==> config.mk <==
export PLATFORM = sky130hd
export DESIGN_NAME = standardized_residual_stream_core
export DESIGN_NICKNAME = d
export VERILOG_FILES = /design/src/design/srs_pkg.sv /design/src/design/standardized_residual_stream_core.sv
export SDC_FILE = /design/constraint.sdc
export NUM_CORES = 2
export LEC_CHECK = 0
export ABC_CLOCK_PERIOD_IN_PS = 8800
export BUFFER_PORTS_ARGS = -buffer_cell sky130_fd_sc_hd__buf_2
export CAP_MARGIN = 30
export CORE_AREA = 2 2 364 366
export CTS_CLUSTER_SIZE = 16
export DETAILED_ROUTE_END_ITERATION = 16
export DIE_AREA = 0 0 366 368
export GPL_TIMING_DRIVEN = 0
export PLACE_DENSITY = 0.7
export SLEW_MARGIN = 10
export SYNTH_ARGS = -nofsm -noshare
export SYNTH_HDL_FRONTEND = slang
export SYNTH_SLANG_ARGS = --single-unit
==> constraint.sdc <==
create_clock -name aclk -period 8.8 [get_ports aclk]
set_input_delay 0.88 -clock aclk [delete_from_list [all_inputs] [get_ports aclk]]
set_output_delay 0.88 -clock aclk [all_outputs]
set_load 0.005 [all_outputs]
==> src/design/srs_pkg.sv <==
package srs_pkg;

    // Default data path geometry: signed Q16.16 samples.
    localparam int DATA_WIDTH_DEF = 32;
    localparam int FRAC_BITS_DEF  = 16;

    // Configuration register indexes.
    localparam int CFG_ADDR_W = 2;
    localparam logic [CFG_ADDR_W-1:0] REG_ERROR_MODE = 2'd0;
    localparam logic [CFG_ADDR_W-1:0] REG_SCALE_A    = 2'd1;
    localparam logic [CFG_ADDR_W-1:0] REG_SCALE_B    = 2'd2;
    localparam logic [CFG_ADDR_W-1:0] REG_AR_COEF    = 2'd3;

    // Error model codes.
    localparam int MODE_W = 2;
    localparam logic [MODE_W-1:0] MODE_CONST  = 2'd0;
    localparam logic [MODE_W-1:0] MODE_PROP   = 2'd1;
    localparam logic [MODE_W-1:0] MODE_LINEAR = 2'd2;
    localparam logic [MODE_W-1:0] MODE_AR1    = 2'd3;

    // Input side-band layout.
    localparam int S_USER_W        = 3;
    localparam int S_USER_OBS_VLD  = 0;
    localparam int S_USER_SIM_VLD  = 1;
    localparam int S_USER_SER_STRT = 2;

endpackage

==> src/design/standardized_residual_stream_core.sv <==
// Standardized residual core: each input transaction carries one observed and
// one simulated sample (signed fixed point, FRAC_BITS fraction bits) with a
// validity flag for each. When both are valid the core returns one output
// transaction holding (obs - sim) / sd, where sd comes from the error model
// selected by error_mode (constant scale_a, scale_a * sim, or scale_a +
// scale_b * sim); in AR1 mode sd follows the linear model and, once the
// series has a previous eta, the core returns eta - ar_coefficient *
// previous eta. An input with either flag low returns nothing, but its
// series-start flag still clears the AR1 history. Division by zero and any
// clipping to the DATA_WIDTH range set the saturated flag in m_axis_tuser.
// A single multiplier serves both the sd product and the AR1 product, and a
// restoring divider resolves one quotient bit per cycle of a DATA_WIDTH +
// FRAC_BITS + 1 bit quotient (49 bits with Q16.16). The steps are the
// multiply and the sd sum, both skipped in the constant mode, the divider
// set-up, the division and the clipping of eta, which a zero sd replaces by
// a value taken from the sign of the difference, the AR1 multiply and
// subtraction where a correction applies, and the output hand-off. An
// invalid pair leaves the core idle and ready for the next pair. s_axis_tready
// is high only while the core is idle, so no new pair is taken until the last
// result has moved into the output register. A finished result sits in the
// output register and the next pair can be accepted while it waits for
// m_axis_tready; if that register is still full when the next result is
// ready, the core holds it, and the input stalls, until m_axis_tready frees
// the register. Configuration writes must happen only while the core is idle.
module standardized_residual_stream_core #(
    parameter int DATA_WIDTH = srs_pkg::DATA_WIDTH_DEF,
    parameter int FRAC_BITS  = srs_pkg::FRAC_BITS_DEF,
    localparam int S_TDATA_W = ((2 * DATA_WIDTH + 7) / 8) * 8,
    localparam int M_TDATA_W = ((DATA_WIDTH + 7) / 8) * 8
) (
    input  logic                            aclk,
    input  logic                            aresetn,

    // Configuration write port.
    input  logic                            cfg_we,
    input  logic [srs_pkg::CFG_ADDR_W-1:0]  cfg_addr,
    input  logic [DATA_WIDTH-1:0]           cfg_wdata,

    // Input stream.
    input  logic                            s_axis_tvalid,
    output logic                            s_axis_tready,
    // Fields from bit 0: obs_value, sim_value, zero padding.
    input  logic [S_TDATA_W-1:0]            s_axis_tdata,
    // Fields from bit 0: obs_valid, sim_valid, series_start.
    input  logic [srs_pkg::S_USER_W-1:0]    s_axis_tuser,

    // Result stream.
    output logic                            m_axis_tvalid,
    input  logic                            m_axis_tready,
    // Fields from bit 0: residual, zero padding.
    output logic [M_TDATA_W-1:0]            m_axis_tdata,
    // Fields from bit 0: saturated.
    output logic                            m_axis_tuser
);

    // Internal widths.
    localparam int DW    = DATA_WIDTH;
    localparam int FB    = FRAC_BITS;
    localparam int DIFFW = DW + 1;          // obs - sim, exact
    localparam int PRODW = 2 * DW;          // full product
    localparam int SHW   = PRODW - FB;      // product after the fraction shift
    localparam int SDW   = SHW + 1;         // sd, exact
    localparam int QW    = DW + FB + 1;     // numerator and quotient magnitude
    localparam int CW    = $clog2(QW);      // iteration counter

    localparam logic [DW-1:0] SCALE_A_RST = DW'(1) << FB;
    localparam logic [DW-1:0] POS_MAX     = {1'b0, {(DW-1){1'b1}}};
    localparam logic [DW-1:0] NEG_MIN     = {1'b1, {(DW-1){1'b0}}};
    localparam logic [CW-1:0] DIV_LAST    = CW'(QW - 1);

    typedef enum logic [8:0] {
        ST_IDLE  = 9'b000000001,
        ST_MUL   = 9'b000000010,
        ST_SD    = 9'b000000100,
        ST_PREP  = 9'b000001000,
        ST_DIV   = 9'b000010000,
        ST_ETA   = 9'b000100000,
        ST_ARMUL = 9'b001000000,
        ST_ARSUB = 9'b010000000,
        ST_DONE  = 9'b100000000
    } state_t;

    // Control state.
    state_t state_reg, state_next;
    logic [srs_pkg::MODE_W-1:0] error_mode_reg, error_mode_next;
    logic [DW-1:0] scale_a_reg, scale_a_next;
    logic [DW-1:0] scale_b_reg, scale_b_next;
    logic [DW-1:0] ar_coef_reg, ar_coef_next;
    logic          have_prev_reg, have_prev_next;
    logic [DW-1:0] last_eta_reg, last_eta_next;
    logic          m_valid_reg, m_valid_next;
    logic [CW-1:0] cnt_reg, cnt_next;

    // Data path registers.
    logic [DIFFW-1:0] diff_reg, diff_next;
    logic [DW-1:0]    sim_reg, sim_next;
    logic [PRODW-1:0] prod_reg, prod_next;
    logic [SDW-1:0]   sd_reg, sd_next;
    logic [SDW-1:0]   dm_reg, dm_next;
    logic [SDW-1:0]   rem_reg, rem_next;
    logic [QW-1:0]    quo_reg, quo_next;
    logic             neg_reg, neg_next;
    logic [DW-1:0]    eta_reg, eta_next;
    logic [DW-1:0]    resid_reg, resid_next;
    logic             flag_reg, flag_next;
    logic [DW-1:0]    m_data_reg, m_data_next;
    logic             m_flag_reg, m_flag_next;

    // Combinational helpers.
    logic             s_fire;
    logic [DW-1:0]    s_obs;
    logic [DW-1:0]    s_sim;
    logic             pair_ok;
    logic [DW-1:0]    mul_a;
    logic [DW-1:0]    mul_b;
    logic [PRODW-1:0] mul_p;
    logic [SHW-1:0]   prod_sh;
    logic [SDW-1:0]   prod_sh_ext;
    logic [SDW-1:0]   scale_a_ext;
    logic [DIFFW-1:0] diff_mag;
    logic [SDW:0]     div_shift;
    logic [SDW+1:0]   div_trial;
    logic [DW-1:0]    q_neg;
    logic [SDW-1:0]   eta_ext;
    logic [SDW-1:0]   ar_wide;
    logic             ar_go;
    logic             out_free;

    assign s_axis_tready = (state_reg == ST_IDLE);
    assign s_fire        = s_axis_tvalid && s_axis_tready;
    assign s_obs         = s_axis_tdata[DW-1:0];
    assign s_sim         = s_axis_tdata[2*DW-1:DW];
    assign pair_ok       = s_axis_tuser[srs_pkg::S_USER_OBS_VLD]
                        && s_axis_tuser[srs_pkg::S_USER_SIM_VLD];

    assign m_axis_tvalid = m_valid_reg;
    assign m_axis_tdata  = M_TDATA_W'(m_data_reg);
    assign m_axis_tuser  = m_flag_reg;
    assign out_free      = !m_valid_reg || m_axis_tready;

    // The shared multiplier: sd product first, AR1 product later.
    always_comb begin
        if (state_reg == ST_ARMUL) begin
            mul_a = ar_coef_reg;
            mul_b = last_eta_reg;
        end else begin
            mul_a = (error_mode_reg == srs_pkg::MODE_PROP) ? scale_a_reg : scale_b_reg;
            mul_b = sim_reg;
        end
    end
    assign mul_p = PRODW'($signed(mul_a) * $signed(mul_b));

    // Arithmetic shift of the product rounds toward minus infinity.
    assign prod_sh     = prod_reg[PRODW-1:FB];
    assign prod_sh_ext = {prod_sh[SHW-1], prod_sh};
    assign scale_a_ext = {{(SDW-DW){scale_a_reg[DW-1]}}, scale_a_reg};

    // Magnitude of the difference; the most negative value maps to 2^DW.
    assign diff_mag = diff_reg[DIFFW-1] ? (~diff_reg + DIFFW'(1)) : diff_reg;

    // One restoring division step.
    assign div_shift = {rem_reg, quo_reg[QW-1]};
    assign div_trial = {1'b0, div_shift} - {2'b00, dm_reg};

    assign q_neg = ~quo_reg[DW-1:0] + DW'(1);

    // AR1 correction, exact before saturation.
    assign eta_ext = {{(SDW-DW){eta_reg[DW-1]}}, eta_reg};
    assign ar_wide = eta_ext - prod_sh_ext;

    assign ar_go = (error_mode_reg == srs_pkg::MODE_AR1) && have_prev_reg;

    always_comb begin
        state_next      = state_reg;
        error_mode_next = error_mode_reg;
        scale_a_next    = scale_a_reg;
        scale_b_next    = scale_b_reg;
        ar_coef_next    = ar_coef_reg;
        have_prev_next  = have_prev_reg;
        last_eta_next   = last_eta_reg;
        m_valid_next    = m_valid_reg && !m_axis_tready;
        cnt_next        = cnt_reg;
        diff_next       = diff_reg;
        sim_next        = sim_reg;
        prod_next       = prod_reg;
        sd_next         = sd_reg;
        dm_next         = dm_reg;
        rem_next        = rem_reg;
        quo_next        = quo_reg;
        neg_next        = neg_reg;
        eta_next        = eta_reg;
        resid_next      = resid_reg;
        flag_next       = flag_reg;
        m_data_next     = m_data_reg;
        m_flag_next     = m_flag_reg;

        if (cfg_we) begin
            unique case (cfg_addr)
                srs_pkg::REG_ERROR_MODE: error_mode_next = cfg_wdata[srs_pkg::MODE_W-1:0];
                srs_pkg::REG_SCALE_A:    scale_a_next    = cfg_wdata;
                srs_pkg::REG_SCALE_B:    scale_b_next    = cfg_wdata;
                srs_pkg::REG_AR_COEF:    ar_coef_next    = cfg_wdata;
                default: ;
            endcase
        end

        unique case (state_reg)
            ST_IDLE: begin
                if (s_fire) begin
                    // Series start clears the history even for an invalid pair.
                    if (s_axis_tuser[srs_pkg::S_USER_SER_STRT]) begin
                        have_prev_next = 1'b0;
                    end
                    if (pair_ok) begin
                        diff_next = {s_obs[DW-1], s_obs} - {s_sim[DW-1], s_sim};
                        sim_next  = s_sim;
                        flag_next = 1'b0;
                        if (error_mode_reg == srs_pkg::MODE_CONST) begin
                            sd_next    = {{(SDW-DW){scale_a_reg[DW-1]}}, scale_a_reg};
                            state_next = ST_PREP;
                        end else begin
                            state_next = ST_MUL;
                        end
                    end
                end
            end
            ST_MUL: begin
                prod_next  = mul_p;
                state_next = ST_SD;
            end
            ST_SD: begin
                if (error_mode_reg == srs_pkg::MODE_PROP) begin
                    sd_next = prod_sh_ext;
                end else begin
                    sd_next = scale_a_ext + prod_sh_ext;
                end
                state_next = ST_PREP;
            end
            ST_PREP: begin
                if (sd_reg == '0) begin
                    // Division by zero: the sign of the difference picks the bound.
                    flag_next = 1'b1;
                    if (diff_reg == '0) begin
                        eta_next = '0;
                    end else if (diff_reg[DIFFW-1]) begin
                        eta_next = NEG_MIN;
                    end else begin
                        eta_next = POS_MAX;
                    end
                    resid_next = eta_next;
                    state_next = ar_go ? ST_ARMUL : ST_DONE;
                end else begin
                    dm_next    = sd_reg[SDW-1] ? (~sd_reg + SDW'(1)) : sd_reg;
                    neg_next   = diff_reg[DIFFW-1] ^ sd_reg[SDW-1];
                    quo_next   = {diff_mag, {FB{1'b0}}};
                    rem_next   = '0;
                    cnt_next   = DIV_LAST;
                    state_next = ST_DIV;
                end
            end
            ST_DIV: begin
                if (!div_trial[SDW+1]) begin
                    rem_next = div_trial[SDW-1:0];
                    quo_next = {quo_reg[QW-2:0], 1'b1};
                end else begin
                    rem_next = div_shift[SDW-1:0];
                    quo_next = {quo_reg[QW-2:0], 1'b0};
                end
                cnt_next = cnt_reg - CW'(1);
                if (cnt_reg == '0) begin
                    state_next = ST_ETA;
                end
            end
            ST_ETA: begin
                if (neg_reg) begin
                    if (quo_reg > QW'(NEG_MIN)) begin
                        eta_next  = NEG_MIN;
                        flag_next = 1'b1;
                    end else begin
                        eta_next = q_neg;
                    end
                end else begin
                    if (quo_reg > QW'(POS_MAX)) begin
                        eta_next  = POS_MAX;
                        flag_next = 1'b1;
                    end else begin
                        eta_next = quo_reg[DW-1:0];
                    end
                end
                resid_next = eta_next;
                state_next = ar_go ? ST_ARMUL : ST_DONE;
            end
            ST_ARMUL: begin
                prod_next  = mul_p;
                state_next = ST_ARSUB;
            end
            ST_ARSUB: begin
                if ($signed(ar_wide) > $signed({{(SDW-DW){1'b0}}, POS_MAX})) begin
                    resid_next = POS_MAX;
                    flag_next  = 1'b1;
                end else if ($signed(ar_wide) < $signed({{(SDW-DW){1'b1}}, NEG_MIN})) begin
                    resid_next = NEG_MIN;
                    flag_next  = 1'b1;
                end else begin
                    resid_next = ar_wide[DW-1:0];
                end
                state_next = ST_DONE;
            end
            ST_DONE: begin
                if (out_free) begin
                    m_valid_next = 1'b1;
                    m_data_next  = resid_reg;
                    m_flag_next  = flag_reg;
                    if (error_mode_reg == srs_pkg::MODE_AR1) begin
                        last_eta_next  = eta_reg;
                        have_prev_next = 1'b1;
                    end
                    state_next = ST_IDLE;
                end
            end
            default: state_next = ST_IDLE;
        endcase
    end

    // Control state with synchronous reset.
    always_ff @(posedge aclk) begin
        if (!aresetn) begin
            state_reg      <= ST_IDLE;
            error_mode_reg <= srs_pkg::MODE_CONST;
            scale_a_reg    <= SCALE_A_RST;
            scale_b_reg    <= '0;
            ar_coef_reg    <= '0;
            have_prev_reg  <= 1'b0;
            last_eta_reg   <= '0;
            m_valid_reg    <= 1'b0;
            cnt_reg        <= '0;
        end else begin
            state_reg      <= state_next;
            error_mode_reg <= error_mode_next;
            scale_a_reg    <= scale_a_next;
            scale_b_reg    <= scale_b_next;
            ar_coef_reg    <= ar_coef_next;
            have_prev_reg  <= have_prev_next;
            last_eta_reg   <= last_eta_next;
            m_valid_reg    <= m_valid_next;
            cnt_reg        <= cnt_next;
        end
    end

    // Payload registers need no reset.
    always_ff @(posedge aclk) begin
        diff_reg   <= diff_next;
        sim_reg    <= sim_next;
        prod_reg   <= prod_next;
        sd_reg     <= sd_next;
        dm_reg     <= dm_next;
        rem_reg    <= rem_next;
        quo_reg    <= quo_next;
        neg_reg    <= neg_next;
        eta_reg    <= eta_next;
        resid_reg  <= resid_next;
        flag_reg   <= flag_next;
        m_data_reg <= m_data_next;
        m_flag_reg <= m_flag_next;
    end

endmodule

**Word-level counts from Yosys, hierarchy flattened**

Index checks and enable logic that the tools add are counted.

- RAM bits: 0
- Memory bits (read-only): 0
- Memories: 0
- Bits in registers: 571
- Bits in latches: 0
- Bits of input ports: 106
- Output and inout bits: 35

- Add/sub/neg operators: 8
- Equality and inequality tests: 26
- Shift operators: 0
- Multipliers: 1
- Multiplexer cells: 52
- Bitwise operators: 5
- Order comparisons: 4
- Reduce and logical (&&, ||, !) cells: 34
- Div/mod/pow operators: 0

Operators with widths:

| cell | count |
|---|---|
| $mux W32 | 11 |
| $mux W49 | 7 |
| $pmux W49 S2 | 3 |
| $gt A49 B32 Y1 const B | 2 |
| $pmux W32 S3 | 1 |
| $pmux W9 S9 | 1 |
| $mul A32 B32 Y64 | 1 |
| $pmux W32 S2 | 1 |
| $mux W9 | 6 |
| $sub A50 B49 Y51 | 1 |
| $add A32 B48 Y49 | 1 |
| $add A49 B1 Y49 const B | 1 |
| $gt A49 B31 Y1 const B | 1 |
| $logic_not A49 Y1 | 1 |
| $lt A49 B32 Y1 const B | 1 |
| $not A49 Y49 | 1 |
| $sub A32 B48 Y49 | 1 |
| $mux W48 | 1 |
| $add A33 B1 Y33 const B | 1 |
| $logic_not A33 Y1 | 1 |
| $mux W33 | 1 |
| $not A33 Y33 | 1 |
| $sub A32 B32 Y33 | 1 |
| $add A32 B1 Y32 const B | 1 |
| 38 further kinds | 82 |

**Depth between registers and ports, before layout**

- Depth in word-level cells: 5
- Gate-level depth with buffers: 38
- Gate-level depth less buffers: 34

**Worst setup path after synthesis**

Ideal clock, no wire load.

- Path kind: flip-flop to flip-flop
- Start: reg state_reg[5]
- End: reg prod_reg[57], data pin
- Arrival time: 9.352 ns
- Clock period less this slack: 9.612 ns
- Data required time: 8.540 ns
- Cell stages (with the launch flop): 37
- Slack: -0.812 ns
- Buffers on the path: 4
- Cell sequence: dfxtp_1 nor3_1 nand4_1 clkbuf_1 buf_1 clkbuf_1 o21ai_1 clkbuf_1 nor2_1 fa_1 fa_1 fa_1 inv_1 fa_1 inv_1 fa_1 inv_1 fa_1 inv_1 fa_1 inv_1 fa_1 inv_1 ha_1 a2111oi_0 o211ai_1 a21oi_1 a221oi_1 o211ai_1 a21o_1 o311ai_4 a221o_1 o21ai_1 nor2b_1 o21ai_1 a21oi_1 xnor2_1

- Cells in the longest elaborated chain, start to end: 3
- Elaborated cells between the ends (all ways): 4
- Classes of those cells: mul: 1; eq/ne: 1; mux: 2

Ends and longest elaborated chain:

| element | line | source |
|---|---|---|
| start, declared | standardized_residual_stream_core.sv:84 | `state_t state_reg, state_next;` |
| start signal, assigned | standardized_residual_stream_core.sv:338 | `state_reg <= state_next;` |
| $eq A9 B7 Y1 (*) | standardized_residual_stream_core.sv:143 | `if (state_reg == ST_ARMUL) begin` |
| $mux W32 | standardized_residual_stream_core.sv:143 |  |
| $mul A32 B32 Y64 (*) | standardized_residual_stream_core.sv:151 | `assign mul_p = PRODW'($signed(mul_a) * $signed(mul_b));` |
| net mul_p[57] | standardized_residual_stream_core.sv:116 | `logic [PRODW-1:0] mul_p;` |
| end signal, assigned | standardized_residual_stream_core.sv:354 | `prod_reg <= prod_next;` |
| end, declared | standardized_residual_stream_core.sv:97 | `logic [PRODW-1:0] prod_reg, prod_next;` |

The timed path passes the listed nets; every way through them passes the cells marked *.
A chain may end at the register's enable or synchronous reset.

**Worst setup path in the final report**

- Start: reg state_reg[7]
- End: reg prod_reg[60], data pin

The elaborated chain is that of the path after synthesis.

==> Implementation_results.wiki <==
{| class="wikitable"
! Metric !! Value
|-
| Number of design-rule violations left by the first detailed-router iteration || 6231
|-
| Worst clock skew || 0.0591 ns
|-
| GRT Residual Overflow || 0
|-
| Clock transition time at the flip-flop clock pins of the worst setup and hold paths || 0.06 ns
|-
| Time the final worst path needs with I/O delays and setup || 9.89 ns
|-
| Final instance area || a little under 80000 sq um
|-
| Data required time at the worst endpoint || around 9.2 ns
|-
| Area of the core region || 131000 sq um
|-
| Wire length after detailed routing || 257 mm
|-
| Final cell count without fillers || 9629
|-
| Placed wire-length estimate || 208 mm
|-
| Synthesized instance count || 7425
|-
| Cell with the most instances on the worst path || sky130_fd_sc_hd__fa_1
|-
| Type of element capturing the critical path || flip-flop
|-
| Biggest area consumer among synthesized cells || sky130_fd_sc_hd__fa_1
|-
| Largest net degree at the start of global routing || 100
|-
| Top cells by area in the synthesized netlist || sky130_fd_sc_hd__fa_1 (32%), sky130_fd_sc_hd__edfxtp_1 (18%), sky130_fd_sc_hd__ha_1 (6.7%)
|-
| Fraction of the yosys area taken by sequential cells || 22.5%
|-
| Sequential fraction of design power || roughly 24%
|-
| Power dissipated by switching net loads || 5.39 mW
|-
| Actual slew at the worst max-slew pin || between 1 and 1.5 ns
|-
| Antenna violations before repair || 17
|-
| Count of endpoints failing hold in the final timing report || 0
|-
| Maximum number of buffers from clock root to sink || 3
|-
| Via count of the first global-routing pass || 57.1k
|-
| Effective utilization at floorplan || 51.7%
|-
| Nets in the synthesized netlist || roughly 9.0k
|-
| Synth Cell Area || 67600 sq um
|-
| Layout cells sized above 1 || roughly 11%
|-
| Leakage dissipation || 35.2 nW
|-
| Prevailing post-synth register cell || sky130_fd_sc_hd__edfxtp_1
|-
| Crit path launch type || flip-flop
|-
| Global-route wire length before repair || 374 mm
|-
| Max Fanout on Critical Path || 10
|-
| DIE AREA || 135000 sq um
|-
| Post-detailed-route wirelength per cell || 26.7 um
|-
| Number of enable-type register cells in the synthesized netlist || 408
|-
| Number of clock sinks || 555
|-
| CP peak stage delay || 0.60 ns
|-
| Latest clock arrival within the worst-skew pair || around 0.7 ns
|-
| Clk Tree Root Cell || sky130_fd_sc_hd__clkbuf_16
|-
| Maximum capacitance violations || 0
|-
| Synth unique cells || 88
|-
| Leading cell types by count after synthesis || sky130_fd_sc_hd__inv_1 (1196), sky130_fd_sc_hd__nand2_1 (1196), sky130_fd_sc_hd__fa_1 (1085)
|-
| Worst Path Arrival || 10.31 ns
|-
| Count of placed standard cells including taps || 9364
|-
| Inserted Clock Buffers || 60
|-
| Height of the die || 368 um
|-
| Total routing resource utilization after global routing || 38.0%
|-
| Unrepaired setup endpoints after global routing || yes
|-
| Peak ir drop on the vdd network || between 0.5 and 0.6 mV
|-
| GPL Wtd Cong || 1.05
|-
| Fmax || 101 MHz
|-
| I/O Buffers || 140
|-
| Synthesis-stage register bit count || 555
|-
| Sum of negative setup slack || -19.94 ns
|-
| Outcome || finished with violations
|-
| Power per cell area || 164 nW/um^2
|-
| Area overhead of the layout relative to synthesis || 14.5%
|-
| Share of the core filled with cells || between 50% and 60%
|-
| DR pass1 iterations || 6
|-
| Site row count || between 100 and 150
|-
| ANT nets after route || 0
|-
| Slew margin rel. || 28.2%
|-
| Fraction of the cycle the final worst path needs || 112%
|-
| Horizontal extent of the die || 366 um
|-
| Clock network fraction of total power || 21.9%
|-
| Async S/R FF share, synth || 0%
|-
| CTS tree || built
|-
| Switching part of the total || 42.5%
|-
| CP max stage cell || sky130_fd_sc_hd__fa_2
|-
| Synth Warn # || 0
|-
| H-tree depth reported by CTS || 2
|-
| Post-route total power || 12.7 mW
|-
| Internal power || 7.29 mW
|-
| Final setup vio count || 34
|-
| Failing checks || setup timing
|-
| Final slew viol count || 0
|-
| Category of the critical setup timing path || reg -> reg
|-
| Relative contribution of combinational cells to total power || 53.9%
|-
| Count of nets after finishing || about 9.4k
|-
| Average cell area after synthesis || 9.10 sq um
|-
| Placed standard-cell area || about 71000 sq um
|-
| DRC errors left || 0
|-
| Cts-stage hold buffer count || 0
|-
| Path type of the worst min-delay path || in -> reg
|-
| Via count || 56.9k
|-
| Vias/cell || 5.90
|-
| Synth top area share || 32.1%
|-
| Fin worst setup slack || -1.09 ns
|-
| Num ports || 141
|}
[logic make-up after synthesis]
group                    Yosys count  synth area share, %
buffers and inverters           1521                 8.49
AO/OA/AOI/OAI                   1088                 10.1
adder cells (fa/ha/maj)         1448                 38.9
XOR/XNOR                         278                 3.60
AND/OR/NAND/NOR                 2464                 15.4
multiplexers                      71                 1.06
flip-flops                       555                 22.5
[metal layers]
| metal | wire length [um] | GRT usage, % | part of all wire [%] | vias to the layer above |
|---|---|---|---|---|
| li1 | - | - | - | 24500 |
| met1 | 94600 | 48.5 | 37 | 28200 |
| met5 | 81 | 0 | 0.032 | - |
| met3 | 30000 | 9.72 | 12 | 772 |
| met4 | 18400 | 21.7 | 7.1 | 12 |
| met2 | 114000 | 58.8 | 44 | 3287 |
[area by class of cell]
class / count / area, sq um
clock buffers: 75 / 1650
multi-input cells: 5349 / 48300
well taps: 1755 / 2200
diodes: 13 / 32.5
repair buffers: 334 / 2630
plain buffers: 312 / 2350
inverters: 1197 / 4510
flip-flops and latches: 555 / 15200
clock inverters: 39 / 497
fillers: 11400 / 53400
[power by group through the flow]
stage	Combinational [mW]	Clock (mW)	Sequential [mW]
final	6.84	2.77	3.07
after global routing	7.34	2.88	3.07
after CTS	5.99	2.78	3.07
after detailed placement	5.53	0	3.12
after global placement	5.42	0	3.13
after floorplan	3.61	0	3.11
[stage by stage]
stage          setup WS (ns)  hold WS (ns)
2_1_floorplan        -0.0437         0.400
3_3_place_gp           -3.25         0.406
3_5_place_dp           -3.14         0.405
4_1_cts               -0.962         0.353
5_1_grt                -1.29         0.378
6_report               -1.09         0.387
[placed cells by master, fill, tap and decap left out, types with 140 or more instances in the layout]
| cell type | count |
|---|---|
| sky130_fd_sc_hd__xnor2_1 | 171 |
| sky130_fd_sc_hd__buf_2 | 166 |
| sky130_fd_sc_hd__nor2_1 | 748 |
| sky130_fd_sc_hd__ha_1 | 353 |
| sky130_fd_sc_hd__fa_1 | 1067 |
| sky130_fd_sc_hd__nand2_1 | 1173 |
| sky130_fd_sc_hd__buf_4 | 147 |
| sky130_fd_sc_hd__dfxtp_1 | 140 |
| sky130_fd_sc_hd__o21ai_0 | 187 |
| sky130_fd_sc_hd__a21oi_1 | 357 |
| sky130_fd_sc_hd__edfxtp_1 | 408 |
| sky130_fd_sc_hd__inv_1 | 1184 |
[critical path, delay by kind of cell, from the launching register on]
kind	cells	cell delay (ns)
fa+ha+maj	9	4.40
xor+xnor	1	0.13
simple gates	6	1.50
flops	1	0.36
compound gates	10	2.24
buf+inv	3	0.94
[final timing paths]
path,start,endpoint,slack (ns),depth (start not counted)
setup / recovery,state_reg[7],prod_reg[60],-1.09,29
hold / removal,s_axis_tdata[40],sim_reg[8],0.39,1
setup reg to reg,state_reg[7],prod_reg[60],-1.09,29
hold reg to reg,resid_reg[31],m_axis_tdata[31],0.41,0
[repair_timing]
| action | in CTS | in global routing |
|---|---|---|
| buffers inserted | 111 | 45 |
| setup endpoints to repair | 47 | 39 |
| gates resized for setup | 477 | 167 |
| pin swaps | 63 | 74 |
| cloned | 2 | 0 |
(Power assumes the default switching activity.)
